File: src/rtl/msdr_pkg.sv
`default_nettype none
// ----------------------------------------------------------------------------
// msdr_pkg
// Shared types and constants of the median send-on-delta reporter.
// ----------------------------------------------------------------------------
package msdr_pkg;

  localparam int WINDOW  = 5;
  localparam int CNT_W   = $clog2(WINDOW);
  localparam int MID     = WINDOW / 2;

  localparam int DIST_W  = 16;
  localparam int TIME_W  = 32;
  localparam int CHG_W   = 10;
  localparam int SLEEP_W = 17;
  localparam int LEVEL_W = 18;
  localparam int DELTA_W = 16;

  localparam int IN_W    = 64;
  localparam int OUT_W   = 40;
  localparam int ADDR_W  = 5;
  localparam int DATA_W  = 32;

  localparam logic signed [LEVEL_W-1:0] LEVEL_RESET = -18'sd300;

  // register word indexes
  localparam logic [2:0] REG_DELTA    = 3'd0;
  localparam logic [2:0] REG_PERIOD   = 3'd1;
  localparam logic [2:0] REG_LOW_LVL  = 3'd2;
  localparam logic [2:0] REG_CRIT_LVL = 3'd3;
  localparam logic [2:0] REG_NORM_S   = 3'd4;
  localparam logic [2:0] REG_LOW_S    = 3'd5;
  localparam logic [2:0] REG_CRIT_S   = 3'd6;

  typedef struct packed {
    logic [DELTA_W-1:0] report_delta;
    logic [TIME_W-1:0]  report_period_ms;
    logic [CHG_W-1:0]   low_charge_level;
    logic [CHG_W-1:0]   critical_charge_level;
    logic [SLEEP_W-1:0] normal_sleep_s;
    logic [SLEEP_W-1:0] low_sleep_s;
    logic [SLEEP_W-1:0] critical_sleep_s;
  } cfg_t;

  // what one sorting cell shows its right neighbor
  typedef struct packed {
    logic              keep;
    logic              vld;
    logic [DIST_W-1:0] val;
  } link_t;

endpackage
`default_nettype wire

File: src/rtl/median_send_on_delta_reporter_unit.sv
`default_nettype none
// a window's last sample passes the evaluation stage and report output
// registers to reach m_tdata; throughput: one item per cycle if the output is
// not stalled; a sorting-cell chain inserts each sample on load and the
// decision stage keeps pace through its output register; only the last sample
// of each window of five gives a result item; reset: synchronous, clears window
// fill, last level to -300, report time to 0, registers to their defaults
// ----------------------------------------------------------------------------
// median_send_on_delta_reporter_unit
// Median-of-window filter with send-on-delta reporting and sleep selection.
// ----------------------------------------------------------------------------
module median_send_on_delta_reporter_unit (
  input  wire logic                          clk,
  input  wire logic                          rst,
  input  wire logic                          s_tvalid,
  output logic                               s_tready,
  // distance[15:0], now_ms[47:16], charge[57:48], zeros above
  input  wire logic [msdr_pkg::IN_W-1:0]     s_tdata,
  output logic                               m_tvalid,
  input  wire logic                          m_tready,
  // median_level[15:0], publish[16], sleep_request[17], sleep_seconds[34:18],
  // zeros above
  output logic [msdr_pkg::OUT_W-1:0]         m_tdata,
  input  wire logic                          psel,
  input  wire logic                          penable,
  input  wire logic                          pwrite,
  input  wire logic [msdr_pkg::ADDR_W-1:0]   paddr,
  input  wire logic [msdr_pkg::DATA_W-1:0]   pwdata,
  output logic [msdr_pkg::DATA_W-1:0]        prdata,
  output logic                               pready
);

  msdr_pkg::cfg_t                 cfg;
  logic [2:0]                     reg_idx;
  logic                           wr_en;

  logic [msdr_pkg::DIST_W-1:0]    distance;
  logic [msdr_pkg::TIME_W-1:0]    now_in;
  logic [msdr_pkg::CHG_W-1:0]     charge_in;
  logic                           load;
  logic                           start;
  logic                           last;
  logic [msdr_pkg::CNT_W-1:0]     count;

  msdr_pkg::link_t                links [msdr_pkg::WINDOW+1];
  logic [msdr_pkg::DIST_W-1:0]    nxt   [msdr_pkg::WINDOW];

  logic                           ev_valid;
  logic                           ev_ready;
  logic [msdr_pkg::DIST_W-1:0]    ev_median;
  logic [msdr_pkg::TIME_W-1:0]    ev_now;
  logic [msdr_pkg::CHG_W-1:0]     ev_charge;

  logic [msdr_pkg::DIST_W-1:0]    median_level;
  logic                           publish;
  logic                           sleep_request;
  logic [msdr_pkg::SLEEP_W-1:0]   sleep_seconds;

  // ---------------- configuration port
  assign pready  = 1'b1;
  assign reg_idx = paddr[4:2];
  assign wr_en   = psel && penable && pwrite;

  always_ff @(posedge clk) begin
    if (rst) begin
      cfg.report_delta          <= 16'd100;
      cfg.report_period_ms      <= 32'd900000;
      cfg.low_charge_level      <= 10'd200;
      cfg.critical_charge_level <= 10'd50;
      cfg.normal_sleep_s        <= 17'd900;
      cfg.low_sleep_s           <= 17'd3600;
      cfg.critical_sleep_s      <= 17'd86400;
    end else if (wr_en) begin
      unique case (reg_idx)
        msdr_pkg::REG_DELTA:    cfg.report_delta          <= pwdata[15:0];
        msdr_pkg::REG_PERIOD:   cfg.report_period_ms      <= pwdata;
        msdr_pkg::REG_LOW_LVL:  cfg.low_charge_level      <= pwdata[9:0];
        msdr_pkg::REG_CRIT_LVL: cfg.critical_charge_level <= pwdata[9:0];
        msdr_pkg::REG_NORM_S:   cfg.normal_sleep_s        <= pwdata[16:0];
        msdr_pkg::REG_LOW_S:    cfg.low_sleep_s           <= pwdata[16:0];
        msdr_pkg::REG_CRIT_S:   cfg.critical_sleep_s      <= pwdata[16:0];
        default: ;
      endcase
    end
  end

  always_comb begin
    unique case (reg_idx)
      msdr_pkg::REG_DELTA:    prdata = 32'(cfg.report_delta);
      msdr_pkg::REG_PERIOD:   prdata = cfg.report_period_ms;
      msdr_pkg::REG_LOW_LVL:  prdata = 32'(cfg.low_charge_level);
      msdr_pkg::REG_CRIT_LVL: prdata = 32'(cfg.critical_charge_level);
      msdr_pkg::REG_NORM_S:   prdata = 32'(cfg.normal_sleep_s);
      msdr_pkg::REG_LOW_S:    prdata = 32'(cfg.low_sleep_s);
      msdr_pkg::REG_CRIT_S:   prdata = 32'(cfg.critical_sleep_s);
      default:                prdata = '0;
    endcase
  end

  // ---------------- input side and window fill
  assign distance  = s_tdata[15:0];
  assign now_in    = s_tdata[47:16];
  assign charge_in = s_tdata[57:48];

  assign s_tready = !ev_valid || ev_ready;
  assign load     = s_tvalid && s_tready;
  assign start    = (count == '0);
  assign last     = (count == msdr_pkg::CNT_W'(msdr_pkg::WINDOW - 1));

  always_ff @(posedge clk) begin
    if (rst) begin
      count <= '0;
    end else if (load) begin
      count <= last ? '0 : count + 1'b1;
    end
  end

  // ---------------- sorting chain, lowest value in cell 0
  assign links[0] = '{keep: 1'b1, vld: 1'b0, val: '0};

  for (genvar i = 0; i < msdr_pkg::WINDOW; i++) begin : g_cell
    msdr_cell u_cell (
      .clk      (clk),
      .rst      (rst),
      .load     (load),
      .start    (start),
      .x        (distance),
      .left     (links[i]),
      .link     (links[i+1]),
      .val_next (nxt[i])
    );
  end

  // ---------------- evaluation stage
  always_ff @(posedge clk) begin
    if (rst) begin
      ev_valid <= 1'b0;
    end else if (load) begin
      ev_valid <= last;
    end else if (ev_ready) begin
      ev_valid <= 1'b0;
    end
  end

  always_ff @(posedge clk) begin
    if (load && last) begin
      ev_median <= nxt[msdr_pkg::MID];
      ev_now    <= now_in;
      ev_charge <= charge_in;
    end
  end

  msdr_report u_report (
    .clk           (clk),
    .rst           (rst),
    .cfg           (cfg),
    .ev_valid      (ev_valid),
    .ev_ready      (ev_ready),
    .median        (ev_median),
    .now_ms        (ev_now),
    .charge        (ev_charge),
    .out_valid     (m_tvalid),
    .out_ready     (m_tready),
    .median_level  (median_level),
    .publish       (publish),
    .sleep_request (sleep_request),
    .sleep_seconds (sleep_seconds)
  );

  assign m_tdata = {5'b00000, sleep_seconds, sleep_request, publish, median_level};

endmodule
`default_nettype wire

File: src/rtl/msdr_cell.sv
`default_nettype none
// ----------------------------------------------------------------------------
// msdr_cell
// One slot of the insertion-sort chain; holds one sample of the window.
// ----------------------------------------------------------------------------
module msdr_cell (
  input  wire logic                        clk,
  input  wire logic                        rst,
  input  wire logic                        load,
  input  wire logic                        start,
  input  wire logic [msdr_pkg::DIST_W-1:0] x,
  input  wire msdr_pkg::link_t             left,
  output msdr_pkg::link_t                  link,
  output logic [msdr_pkg::DIST_W-1:0]      val_next
);

  logic [msdr_pkg::DIST_W-1:0] val;
  logic                        vld;
  logic                        vld_next;
  logic                        eff_vld;

  // a new window makes every held sample stale
  assign eff_vld = vld && !start;

  assign link.vld  = eff_vld;
  assign link.val  = val;
  assign link.keep = eff_vld && (val <= x);

  always_comb begin
    if (link.keep) begin
      val_next = val;
      vld_next = 1'b1;
    end else if (left.keep) begin
      val_next = x;
      vld_next = 1'b1;
    end else begin
      val_next = left.val;
      vld_next = left.vld;
    end
  end

  always_ff @(posedge clk) begin
    if (rst) begin
      vld <= 1'b0;
    end else if (load) begin
      vld <= vld_next;
    end
  end

  always_ff @(posedge clk) begin
    if (load) begin
      val <= val_next;
    end
  end

endmodule
`default_nettype wire

File: src/rtl/msdr_report.sv
`default_nettype none
// ----------------------------------------------------------------------------
// msdr_report
// Send-on-delta and period decision, sleep choice and output register.
// ----------------------------------------------------------------------------
module msdr_report (
  input  wire logic                         clk,
  input  wire logic                         rst,
  input  wire msdr_pkg::cfg_t               cfg,
  input  wire logic                         ev_valid,
  output logic                              ev_ready,
  input  wire logic [msdr_pkg::DIST_W-1:0]  median,
  input  wire logic [msdr_pkg::TIME_W-1:0]  now_ms,
  input  wire logic [msdr_pkg::CHG_W-1:0]   charge,
  output logic                              out_valid,
  input  wire logic                         out_ready,
  output logic [msdr_pkg::DIST_W-1:0]       median_level,
  output logic                              publish,
  output logic                              sleep_request,
  output logic [msdr_pkg::SLEEP_W-1:0]      sleep_seconds
);

  logic signed [msdr_pkg::LEVEL_W-1:0] last_level;
  logic [msdr_pkg::TIME_W-1:0]         last_time;
  logic signed [msdr_pkg::LEVEL_W-1:0] diff;
  logic [msdr_pkg::LEVEL_W-2:0]        mag;
  logic [msdr_pkg::TIME_W-1:0]         elapsed;
  logic                                big;
  logic                                been;
  logic [msdr_pkg::SLEEP_W-1:0]        sleep_sel;
  logic                                take;

  assign ev_ready = !out_valid || out_ready;
  assign take     = ev_valid && ev_ready;

  // range of diff stays within 18 bits signed, so magnitude fits in 17
  assign diff = last_level - $signed({2'b00, median});
  assign mag  = diff[msdr_pkg::LEVEL_W-1] ? (msdr_pkg::LEVEL_W-1)'(-diff) : diff[16:0];
  assign big  = mag > {1'b0, cfg.report_delta};

  assign elapsed = now_ms - last_time;
  assign been    = elapsed >= cfg.report_period_ms;

  always_comb begin
    sleep_sel = cfg.normal_sleep_s;
    if (charge < cfg.critical_charge_level) begin
      sleep_sel = cfg.critical_sleep_s;
    end else if (charge < cfg.low_charge_level) begin
      sleep_sel = cfg.low_sleep_s;
    end
    if (!been) begin
      sleep_sel = '0;
    end
  end

  always_ff @(posedge clk) begin
    if (rst) begin
      out_valid  <= 1'b0;
      last_level <= msdr_pkg::LEVEL_RESET;
      last_time  <= '0;
    end else begin
      if (take) begin
        out_valid <= 1'b1;
        if (been || big) begin
          last_time <= now_ms;
        end
        if (big) begin
          last_level <= $signed({2'b00, median});
        end
      end else if (out_ready) begin
        out_valid <= 1'b0;
      end
    end
  end

  always_ff @(posedge clk) begin
    if (take) begin
      median_level  <= median;
      publish       <= been || big;
      sleep_request <= been;
      sleep_seconds <= sleep_sel;
    end
  end

endmodule
`default_nettype wire

File: config.mk
export PLATFORM = sky130hd
export DESIGN_NAME = median_send_on_delta_reporter_unit
export DESIGN_NICKNAME = d
export VERILOG_FILES = /design/src/rtl/msdr_pkg.sv /design/src/rtl/median_send_on_delta_reporter_unit.sv /design/src/rtl/msdr_cell.sv /design/src/rtl/msdr_report.sv
export SDC_FILE = /design/constraint.sdc
export NUM_CORES = 1
export LEC_CHECK = 0
export ABC_AREA = 0
export BUFFER_PORTS_ARGS = -buffer_cell sky130_fd_sc_hd__buf_2
export CAP_MARGIN = 25
export CORE_ASPECT_RATIO = 2
export CORE_MARGIN = 2
export CORE_UTILIZATION = 60
export CTS_BUF_LIST = sky130_fd_sc_hd__clkbuf_8
export CTS_CLUSTER_SIZE = 24
export DETAILED_ROUTE_END_ITERATION = 8
export PLACE_DENSITY_LB_ADDON = 0.1
export SYNTH_ARGS = -nofsm -noshare
export SYNTH_HDL_FRONTEND = slang
export SYNTH_HIERARCHICAL = 1
export SYNTH_SLANG_ARGS = --single-unit
File: constraint.sdc
create_clock -name clk -period 8.7 [get_ports clk]
set_input_delay 0.87 -clock clk [delete_from_list [all_inputs] [get_ports clk]]
set_output_delay 0.87 -clock clk [all_outputs]
set_load 0.01 [all_outputs]
==> results of run 1 <==
cell usage in the layout (no fill, tap or decap), types with 15 or more instances in the layout:
master,instances
a211o_1,15
a21o_1,37
a21oi_1,135
and3_1,24
buf_2,167
buf_4,16
clkbuf_8,49
conb_1,24
dfxtp_1,176
edfxtp_1,141
ha_1,164
inv_1,204
mux2_2,96
mux2_4,21
mux2i_1,141
nand2_1,73
nand2b_1,152
nand3_1,63
nand4_1,18
nor2_1,121
nor2b_1,22
nor3_1,16
o21ai_0,107
xnor2_1,31
xor2_1,19
where the power goes:
part	switching (mW)	internal (mW)	total [mW]
Combinational	0.197	0.142	0.339
Sequential	0.0209	1.59	1.61
Clock	0.624	0.649	1.27
Total	0.841	2.38	3.22
routing by layer:
layer	part of all wire	vias to the layer above	global-route usage	wire [um]
met5	0.00027	-	0	15
met4	0.081	2	0.226	4540
met3	0.051	225	0.0529	2880
met2	0.54	507	0.604	30200
met1	0.33	7608	0.288	18500
li1	-	7580	-	-
stage by stage:
| step | utilization | instance area, um^2 | setup WS [ns] | std cells | hold WS (ns) |
|---|---|---|---|---|---|
| finish | 0.671 | 22100 | 2.16 | 2671 | 0.416 |
| global route | 0.671 | 22100 | 1.84 | 2670 | 0.401 |
| CTS | 0.671 | 22100 | 2.33 | 2668 | 0.385 |
| detailed placement | 0.642 | 21100 | 2.35 | 2580 | 0.445 |
| global placement | 0.641 | 21100 | 2.43 | 2578 | 0.438 |
| floorplan | - | 20200 | 3.35 | 2064 | 0.426 |
state kept, by name, indices dropped and copies added, names as in the netlist, 16 cells and up:
register and flops:
cfg 119, ev_median 16, ev_now 32, g_cell.u_cell/val 48, u_report/last_level 17, u_report/last_time 32, u_report/median_level 16, u_report/sleep_seconds 17
critical path, stage by stage, from the launching register on:
cell and delay [ns]:
edfxtp_1 0.40, inv_1 0.07, ha_1 0.18, inv_1 0.07
fa_1 0.40, a21oi_1 0.20, nor2_1 0.08, o211ai_1 0.26
a2111oi_0 0.16, buf_1 0.19, o311ai_0 0.79, a21oi_1 0.32
a2111oi_0 0.45, o21bai_1 0.13, a21o_1 0.19, xor2_1 0.14
ha_1 0.20, a2111oi_0 0.35, o21ai_0 0.15, a31o_2 0.25
a21oi_1 0.14, nand3_1 0.10, buf_4 0.23, o31a_2 0.37
buf_4 0.32, mux2i_1 0.20
area by class of cell:
| class | instances | share of cell area |
|---|---|---|
| Antenna cell | 3 | 0.000340 |
| Clock buffer | 49 | 0.0305 |
| Sequential cell | 317 | 0.351 |
| Clock inverter | 39 | 0.0129 |
| Inverter | 186 | 0.0316 |
| Tap cell | 432 | 0.0245 |
| Timing Repair Buffer | 185 | 0.0439 |
| Multi-Input combinational cell | 1460 | 0.505 |
worst paths after layout:
| path | cells after the start | end | slack, ns |
|---|---|---|---|
| setup reg to reg | 25 | u_report/last_time[5] | 2.16 |
| setup / recovery | 25 | u_report/last_time[5] | 2.16 |
| hold / removal | 1 | ev_now[28] | 0.42 |
| hold reg to reg | 0 | u_report/median_level[6] | 0.45 |
==> results by group, run 1 <==
CTS
  • Post-CTS Setup Repair Bufs: 0
  • CTS buffer count: 47
  • Clk_lat worst skew: approximately 0.63 ns
  • Post-CTS sizing: 0
  • Root Driver: clkbuf_8
  • Reg clk slew, reported paths: 0.07 ns
  • H-tree levels: 2
  • CTS Hold Bufs: 0
  • Sink Count: 317
  • CTS tree: done
  • CTS max path bufs: 3

Timing
  • Unrepaired setup endpoints after global routing: false
  • Final setup violation count: 0
  • Max Slew Vio Count: 0
  • Crit share post-route: 0.752
  • Worst-Margin Slew: about 1.0 ns
  • Slew margin rel.: 0.305
  • Post-layout minimum cycle time: 6.54 ns
  • Setup TNS: 0 ns
  • Final Hold Viols: 0
  • Worst Skew: 0.0359 ns
  • Fmax achieved: 153 MHz

Global routing
  • Vias in the first global route: around 16k
  • GRT overflow: 0
  • Gr usage total: 0.314
  • Largest net degree at the start of global routing: 99
  • First-pass GRT wire length: 86000 um
  • Initial antenna violation count: 5

Power
  • Leak: 9.42 nW
  • Power Total: 3.22 mW
  • VDD IR max: 147 uV
  • Power density over the cells: 146 nW/um^2

Drt
  • Drt pass-1 iters: 5
  • Routed wire per std cell: about 21 um
  • Vias per cell: 5.96
  • Routed Antenna Nets: 0
  • Drc violations: 0
  • Vias: 15.9k
  • DRT Wirelength: about 56000 um
  • 1st-iter DRT viols: 727

Placement
  • Placed wire-length estimate: 41600 um
  • GP Congestion: slightly above 0.9
  • PortBufs: around 170

Setup path
  • Required time worst endpoint: 9.16 ns
  • Crit Path Max Fanout: 32
  • Crit path from: ev_now[0]
  • Reg-to-Reg Start: ev_now[0]
  • CP Launch Type: flip-flop
  • Crit path kind: reg -> reg
  • Crit path capture type: flip-flop
  • Critical Path AT: 7.00 ns

Die
  • Starting density of the core: 0.611
  • Number of top-level pins: 183
  • Die Span Y: 263 um
  • Die ar.: 35100 um^2
  • Core Region: 32900 um^2
  • Die width: approximately 130 um
  • Row Count: 94

Finish
  • Register area: between 7000 and 8000 um^2
  • Fill cells: 2696
  • Nets: 2471
  • Layout cells sized above 1: 0.184
  • Multi-input logic area: 11200 um^2
  • Area grow syn2layout: 9.83%

Worst hold path
  • Hold path startpoint: s_tdata[44]
  • Min-Delay Path Class: in -> reg

Synthesis
  • Cells after Synth: between 2k and 2.5k
  • Avg Inst Size Synth: approximately 9.9 um^2
  • Yosys warns: 6
  • Area of the mapped netlist: just over 20000 um^2

Status
  • Status: finished, final reports clean

Run
  • Max-cap violation count: 0
No activity file was read; power rests on OpenSTA's default activity.
==> inputs of run 2 (changes only) <==
--- a/config.mk
+++ b/config.mk
@@ -5,7 +5,7 @@
 export SDC_FILE = /design/constraint.sdc
 export NUM_CORES = 1
 export LEC_CHECK = 0
-export ABC_AREA = 0
+export ABC_AREA = 1
 export BUFFER_PORTS_ARGS = -buffer_cell sky130_fd_sc_hd__buf_2
 export CAP_MARGIN = 25
 export CORE_ASPECT_RATIO = 2
==> constraint.sdc (replaced) <==
create_clock -name clk -period 6.4 [get_ports clk]
set_input_delay 0.64 -clock clk [delete_from_list [all_inputs] [get_ports clk]]
set_output_delay 0.64 -clock clk [all_outputs]
set_load 0.01 [all_outputs]
==> run 2 against run 1 <==
Synthesized cell count rose by 39%. Non-clock buffer count rose by 4. Register-to-register slack got worse by 1.3 ns. Sequential cell count did not move. Critical path depth rose by 4. Core utilization fell by 0.57 points. Routed wire length fell by 0.88%. Cell area rose by 2.7%. Worst hold slack got worse by 0.21 ns. Critical path type unchanged. Largest cell class unchanged. Highest routed layer unchanged.
==> results by group, run 2 <==
Finish
  • Non-filler cells, final: 3473
  • Area grow syn2layout: 10.1%
  • Commonest non-fill, non-tap cell in the layout: nand2_1
  • Max FFs per register: 119
  • Layout cells sized above 1: 0.117
  • Finished Core Util: 0.665
  • Most frequent cells in the layout: 704 x nand2_1, 426 x inv_1, 389 x nor2_1, 226 x nand3_1, 176 x dfxtp_1
  • Reg with most FFs: cfg
  • Largest regs: cfg (119), g_cell.u_cell/val (48)
  • Fill cells: 3095
  • Post-route cell area: 22700 um^2
  • Nets: between 3k and 4k

Drt
  • Vias: 18.7k
  • DRT Wirelength: between 50000 and 60000 um
  • Drt pass-1 iters: 5
  • Routed wire per std cell: 16.0 um
  • 1st-iter DRT viols: 1073
  • Vias per cell: approximately 5.4
  • Routed Antenna Nets: 0
  • Drc violations: 0

Setup path
  • Slowest cell delay on critical path: 0.56 ns
  • R2R cell count: 29
  • Crit Path Max Fanout: 65
  • Critical Path Stages: 29
  • Crit path capture type: flip-flop
  • Required time worst endpoint: 6.91 ns
  • Crit path kind: reg -> reg
  • Cell family with most CP delay: simple AND/OR/NAND/NOR gates
  • Bufs and invs on worst path: 3
  • CP Launch Type: flip-flop
  • Worst path slowest cell: buf_4
  • Critical Path AT: 6.00 ns
  • Cell mode on critical path: nand2_1

Timing
  • Hold_ws: a little over 0.2 ns
  • Final Hold Viols: 0
  • Slew margin rel.: 0.289
  • Post-layout minimum cycle time: 5.49 ns
  • Worst-Margin Slew: roughly 1.1 ns
  • Fmax achieved: 182 MHz
  • Unrepaired setup endpoints after global routing: false
  • Final WS setup: 0.905 ns
  • Worst Skew: 0.0283 ns
  • Setup TNS: 0 ns
  • Final setup violation count: 0
  • Crit share post-route: 0.859
  • Max Slew Vio Count: 0

Synthesis
  • Area of the mapped netlist: 20600 um^2
  • Yosys warns: 6
  • Avg Inst Size Synth: 7.23 um^2
  • Cells after Synth: 2848

Die
  • Number of top-level pins: 183
  • Die width: around 140 um
  • Die ar.: 35900 um^2
  • Starting density of the core: 0.604
  • Row Count: between 90 and 100
  • Die Span Y: between 200 and 300 um
  • Core Region: between 30000 and 40000 um^2

Power
  • Power density over the cells: 201 nW/um^2
  • Power Total: 4.56 mW
  • VDD IR max: 182 uV
  • Leak: 11.1 nW

CTS
  • Root Driver: clkbuf_8
  • H-tree levels: 2
  • Post-CTS sizing: 0
  • CTS max path bufs: 3
  • CTS Hold Bufs: 0
  • CTS tree: done
  • Sink Count: 317
  • CTS buffer count: 47
  • Clk_lat worst skew: 0.61 ns
  • Reg clk slew, reported paths: 0.07 ns
  • Post-CTS Setup Repair Bufs: 0

Global routing
  • GRT overflow: 0
  • Largest net degree at the start of global routing: 98
  • Vias in the first global route: 18.3k
  • Initial antenna violation count: 6
  • First-pass GRT wire length: a little under 90000 um
  • Gr usage total: 0.306

Placement
  • Placed cells: 3384
  • Placed inst area: 21700 um^2
  • Placed wire-length estimate: 42400 um
  • GP Congestion: 0.926
  • PortBufs: 168
  • Post-placement setup slack: 0.849 ns

Status
  • Status: finished, final reports clean

Worst hold path
  • Min-Delay Path Class: in -> reg
  • Worst hold path depth: 1

Run
  • Max-cap violation count: 0
-- run 2: layout make-up --
class	instances	area (um^2)	share of cell area
Multi-Input combinational cell	2006	10700	0.473
Sequential cell	317	7760	0.342
Inverter	431	1620	0.0713
Timing Repair Buffer	189	1010	0.0443
Clock buffer	60	826	0.0364
Tap cell	441	552	0.0243
Clock inverter	25	200	0.00882
Antenna cell	4	10.0	0.000441
-- run 2: worst paths after layout --
check | start | to | slack (ns)
setup / recovery | ev_now[0] | u_report/last_time[16] | 0.91
hold / removal | s_tdata[39] | ev_now[23] | 0.21
setup reg to reg | ev_now[0] | u_report/last_time[16] | 0.91
hold reg to reg | ev_median[5] | u_report/median_level[5] | 0.47
-- run 2: power breakdown --
group / internal [mW] / leakage (nW) / total (mW) / switching, mW
sequential: 2.17 / 2.73 / 2.21 / 0.0349
combinational: 0.179 / 7.77 / 0.547 / 0.368
clock: 0.968 / 0.556 / 1.81 / 0.838
-- run 2: per-layer routing --
metal  share of wire  GRT usage
met1            0.34      0.285
met5         0.00048          0
met4           0.074      0.215
met2            0.54      0.593
met3           0.044     0.0434
